`src/sv/fcull_pkg.sv`:
```
package fcull_pkg;

  localparam int NUM_PLANES = 6;
  localparam int OP_W       = 3;
  localparam int IDX_W      = 3;
  localparam int COORD_W    = 32;
  localparam int SIZE_W     = 31;
  localparam int HALF_W     = SIZE_W - 1;
  localparam int VERT_W     = COORD_W + 1;
  localparam int PROD_W     = COORD_W + VERT_W;
  localparam int SUM_W      = PROD_W + 2;

  typedef enum logic [OP_W-1:0] {
    OP_LOAD      = 3'd0,
    OP_POINT     = 3'd1,
    OP_SPH_IN    = 3'd2,
    OP_SPH_ISECT = 3'd3,
    OP_BOX_IN    = 3'd4,
    OP_BOX_ISECT = 3'd5
  } op_t;

  typedef struct packed {
    logic signed [COORD_W-1:0] nx;
    logic signed [COORD_W-1:0] ny;
    logic signed [COORD_W-1:0] nz;
    logic signed [COORD_W-1:0] d;
  } plane_t;

  // reset normals as signs: 01 = +one, 11 = -one, 00 = zero; slot 0 is rightmost
  localparam logic [NUM_PLANES-1:0][1:0] RST_NX = {2'b00, 2'b00, 2'b11, 2'b01, 2'b00, 2'b00};
  localparam logic [NUM_PLANES-1:0][1:0] RST_NY = {2'b00, 2'b00, 2'b00, 2'b00, 2'b01, 2'b11};
  localparam logic [NUM_PLANES-1:0][1:0] RST_NZ = {2'b11, 2'b01, 2'b00, 2'b00, 2'b00, 2'b00};

  function automatic logic is_test(input logic [OP_W-1:0] op);
    logic r;
    case (op)
      OP_POINT, OP_SPH_IN, OP_SPH_ISECT, OP_BOX_IN, OP_BOX_ISECT: r = 1'b1;
      default: r = 1'b0;
    endcase
    return r;
  endfunction

  function automatic logic is_box(input logic [OP_W-1:0] op);
    logic r;
    case (op)
      OP_BOX_IN, OP_BOX_ISECT: r = 1'b1;
      default: r = 1'b0;
    endcase
    return r;
  endfunction

endpackage

```
`src/sv/fcull_plane_bank.sv`:
```
module fcull_plane_bank #(
  parameter int FRAC_BITS = 16
) (
  input  logic                                          clk,
  input  logic                                          rst_n,
  input  logic                                          we,
  input  logic [fcull_pkg::IDX_W-1:0]                   idx,
  input  fcull_pkg::plane_t                             wdata,
  output fcull_pkg::plane_t [fcull_pkg::NUM_PLANES-1:0] planes
);

  localparam int CW = fcull_pkg::COORD_W;

  fcull_pkg::plane_t [fcull_pkg::NUM_PLANES-1:0] planes_r;

  function automatic logic [CW-1:0] unit(input logic [1:0] s);
    logic [CW-1:0] v;
    v = {{(CW-2){s[1]}}, s};
    return v << FRAC_BITS;
  endfunction

  always_ff @(posedge clk) begin
    if (!rst_n) begin
      for (int k = 0; k < fcull_pkg::NUM_PLANES; k++) begin
        planes_r[k].nx <= unit(fcull_pkg::RST_NX[k]);
        planes_r[k].ny <= unit(fcull_pkg::RST_NY[k]);
        planes_r[k].nz <= unit(fcull_pkg::RST_NZ[k]);
        planes_r[k].d  <= unit(2'b01);
      end
    end else if (we && (idx < fcull_pkg::IDX_W'(fcull_pkg::NUM_PLANES))) begin
      planes_r[idx] <= wdata;
    end
  end

  assign planes = planes_r;

endmodule

```
`config.mk`:
```
export PLATFORM = sky130hd
export DESIGN_NAME = fcull_plane_bank
export DESIGN_NICKNAME = d
export VERILOG_FILES = /design/src/sv/fcull_pkg.sv /design/src/sv/fcull_plane_bank.sv
export SDC_FILE = /design/constraint.sdc
export NUM_CORES = 2
export LEC_CHECK = 0
export BUFFER_PORTS_ARGS = -buffer_cell sky130_fd_sc_hd__buf_2
export CORE_AREA = 2 2 355 357
export CTS_BUF_LIST = sky130_fd_sc_hd__clkbuf_2 sky130_fd_sc_hd__clkbuf_4 sky130_fd_sc_hd__clkbuf_8
export DETAILED_ROUTE_END_ITERATION = 6
export DIE_AREA = 0 0 357 359
export PLACE_DENSITY = 0.53
export SKIP_CTS_REPAIR_TIMING = 1
export SLEW_MARGIN = 5
export SYNTH_ARGS = -nofsm -noshare
export SYNTH_HDL_FRONTEND = slang
export SYNTH_SLANG_ARGS = --single-unit
```
`constraint.sdc`:
```
create_clock -name clk -period 2.1 [get_ports clk]
set_input_delay 0.21 -clock clk [delete_from_list [all_inputs] [get_ports clk]]
set_output_delay 0.21 -clock clk [all_outputs]
set_load 0.01 [all_outputs]
```
* Yosys cells after proc, flatten, opt, wreduce, memory -nomap -nowiden
Cells that the tools add are included.
** Word-level totals
- Flip-flop bits (word level) :: 768
- Bits in latches :: 0
- Memory bits (writable) :: 0
- Memory bits (read-only) :: 0
- Input bits :: 134
- Output and inout port bits :: 768
- Word-level logic and storage cells :: 32
- Memories :: 0
** Operators by class
- Add/subtract/negate cells :: 0
- Multipliers :: 0
- Div/mod/pow operators :: 0
- Order comparisons :: 3
- Equal/unequal tests :: 0
- Shift-type cells :: 0
- Mux-type cells :: 3
- Bitwise gates (word level) :: 0
- Reduce and logical (&&, ||, !) cells :: 2
** Operators by type and width (number)
- bitwise mux 768 bit :: 1
- demux 128 bit (select 3 bit) :: 1
- two-way mux 128 bit :: 1
- less-than comparator 3 x 4 -> 1 bit, second input constant :: 1
- greater-or-equal comparator 3 x 1 -> 1 bit, second input constant :: 1
- less-than comparator 3 bit, second input constant :: 1
- logical AND 1 bit :: 2

* Logic depth before layout (Yosys ltp)
- Depth in word-level cells :: 5
- Depth in mapped cells :: 6
- Mapped depth without buffers :: 2

* Worst setup path after synthesis
Ideal clock, no wire load.
- Path type :: input to register
- From :: input port rst_n
- To :: register planes_r (netlist bit planes[132])
- Setup time :: 0.072 ns
- Data arrival time :: 1.114 ns
- Required time :: 2.028 ns
- Path slack :: 0.914 ns
- Stages :: 6
- Buffers on the path :: 4
- Cell sequence :: buf_2 buf_4 buf_2 clkbuf_1 nand2_1 mux2i_1
** RTL lines
- start, declared :: RTL line fcull_plane_bank.sv:5 : input logic rst_n,
- end signal, assigned by index :: RTL line fcull_plane_bank.sv:31 : planes_r[idx] <= wdata;
- end, declared :: RTL line fcull_plane_bank.sv:14 : fcull_pkg::plane_t [fcull_pkg::NUM_PLANES-1:0] planes_r;

==> qor.csv <==
stage,metric,value,unit
run_status,status,completed,
finish,nets,3914,
timing,fin_setup_tns,0,ns
clock_tree,cts_tree,done,
grt,grtUsageTotal,16.0,%
worst_hold_path,min_to,planes[107],
timing,hold_viol_final,0,
power,power.density,813,mW/mm²
critical_path,cp_slowest_cell,dlygate4sd3_1,
clock_tree,ctsLongestPathBuffers,3,
power,leakage,20.7,nW
floorplanning,floorplan.rows,130,
finish,largest_reg_flops,768,
synthesis,syn-instance-count,2680,
floorplanning,ios,902,
floorplanning,dieHeight,359,µm
timing,fin_crit_sh,89.7,%
critical_path,r2r_start,planes[698],
timing,fin_skew,0,ns
routing,wl,108,mm
finish,layout-drive-gt1-share,32.2,%
clock_tree,htreeDepth,4,
critical_path,worstPathArrival,2.60,ns
timing,fmax,531,MHz
floorplanning,coreArea,0.125,mm²
critical_path,reg2reg_depth,3,
floorplanning,start_util,22.5,%
floorplanning,fp.dieW,357,µm
clock_tree,clock_sinks,768,
routing,ant_nets,0,
grt,grt_pass1_wl,152,mm
synthesis,synth_nets,2814,
timing,relSlewSlack,55.9,%
worst_hold_path,hp-class,input port to register,
grt,grt_antenna_before_repair,14,
timing,tightest_slew,0.661,ns
critical_path,r2r_end,planes[698],
critical_path,cp_max_fo,44,
place,place_congestion,0.821,
grt,first_global_vias,22300,
timing,setup_ws,0.217,ns
routing,via_per_inst,4.16,
clock_tree,insertion_delay,0.83,ns
timing,setup_viol,0,
grt,grt_max_degree,62,
synthesis,syn_avg_cell_area,10.4,µm²
routing,firstDrtPassIters,5,
routing,dr_total_vias,23000,
finish,n_fill_cell,13200,
place,portBuffers,901,
clock_tree,cts_inserted_buffers,139,
critical_path,regToRegSetupSlack,0.89,ns
synthesis,syn_area,0.0280,mm²
clock_tree,clk_pin_slew_worst_paths,0.06,ns
finish,stdcell_count,5528,
critical_path,cp-end-kind,register,
routing,drc,0,
critical_path,path_cells,dlygate4sd3_1 -> buf_8 -> nor2b_1 -> dlygate4sd3_1 -> mux2i_1 -> dlygate4sd3_1,
critical_path,critPathKind,input port to register,
critical_path,cp_common_cell,dlygate4sd3_1,
critical_path,cp-start-kind,input port,
grt,globalRouteOverflowTotal,0,
place,hpwl,79.0,mm
place,place_ws,0.363,ns
floorplanning,die_area,0.128,mm²
synthesis,seq_area_frac_synth,54.9,%
critical_path,cp_num_buf_inv,4,
place,dp_cells,5152,
critical_path,crit_family,buffers and inverters,
synthesis,yosysWarningCount,0,
worst_hold_path,min_path_cells,4,
timing,period_minus_slack,1.88,ns
routing,avgRoutedWirePerCell,19.4,µm
clock_tree,cts_root_buf,clkbuf_8,
routing,initialDrtViolationCount,1180,
timing,slew_viol_final,0,
finish,area_delta_synth_final,39.6,%
synthesis,ys_types,14,
critical_path,cpPeakStageDelay,0.57,ns
worst_hold_path,hold_start,idx[0],
power,peakVddDrop,0.000573,V
critical_path,required,2.82,ns
job,cap_viol_max_count,0,
synthesis,synth.ff_latch_count,768,
timing,rsz0062_at_grt,false,
[worst reg2reg max path: stages (launching register included)]
cell,delay (ns)
dfxtp_1,0.31
nor2b_1,0.13
mux2i_1,0.09
dlygate4sd3_1,0.57
[Yosys cell counts]
cell | count | area [µm²]
buf_6 | 6 | 67.6
nand4bb_1 | 3 | 33.8
nand4b_1 | 2 | 17.5
nor4b_2 | 1 | 15.0
mux2i_1 | 768 | 7690
nor2b_1 | 106 | 663
and4b_1 | 2 | 20.0
buf_2 | 41 | 205
buf_4 | 57 | 428
clkbuf_1 | 86 | 323
dfxtp_1 | 768 | 15400
nand2_1 | 838 | 3150
nor4bb_1 | 1 | 10.0
buf_1 | 1 | 3.75
[metal layers]
metal	vias to the layer above	share of wire [%]	track usage, %
li1	11000	-	-
met2	767	47	26.1
met5	-	0.016	0
met4	2	3.7	7.65
met3	217	7.8	5.89
met1	11000	42	18.6
[kinds of logic after synthesis]
logic type / after synthesis / synth area share, %
simple gates: 953 / 13.9
buf+inv: 191 / 3.67
flops: 768 / 54.9
mux: 768 / 27.5
[where the power goes]
group | internal (mW) | switching [mW]
combinational | 1.01 | 1.52
clock | 7.71 | 6.46
sequential | 14.9 | 0.165
[layout by cell type (no fill, tap or decap), types with 2 or more instances in the layout]
master and instances:
buf_12 40, buf_2 900, buf_4 72, clkbuf_4 48, clkbuf_8 157, clkinv_2 7, clkinv_8 3, clkinvlp_4 5
dfxtp_1 768, diode_2 11, dlygate4sd3_1 137, inv_8 5, mux2i_1 768, nand2_1 838, nand4b_1 2, nand4bb_4 3
nor2b_1 106
[per-stage QoR]
step                instance area [µm²]  power [mW]  utilization, %  hold slack (ns)
floorplan                         28000        16.5               -            0.376
global placement                  35000        17.7            28.1            0.439
detailed placement                35000        17.7            28.1            0.444
CTS                               37700        32.0            30.2           -0.471
global route                      39100        33.0            31.4          0.00967
finish                            39100        31.8            31.4           0.0309
[how the worst max path moves through the flow]
stage | cells past startpoint | slack (ns) | endpoint | start
2_1_floorplan | 6 | 0.91 | planes[132] | rst_n
3_3_place_gp | 5 | 0.39 | planes[51] | we
3_5_place_dp | 4 | 0.36 | planes[69] | we
4_1_cts | 1 | 0.26 | planes[336] | planes[336]
5_1_grt | 6 | 0.20 | planes[698] | rst_n
6_report | 6 | 0.22 | planes[698] | rst_n
[cell type report]
| cell class | instances | area, µm² | share of cell area [%] |
|---|---|---|---|
| Sequential cell | 768 | 15400 | 39.3 |
| Multi-Input combinational cell | 1721 | 11700 | 29.8 |
| Timing Repair Buffer | 1150 | 7230 | 18.5 |
| Clock buffer | 205 | 2520 | 6.45 |
| Tap cell | 1650 | 2060 | 5.28 |
| Clock inverter | 23 | 211 | 0.541 |
| Antenna cell | 11 | 27.5 | 0.0704 |
(Power assumes the default switching activity.)
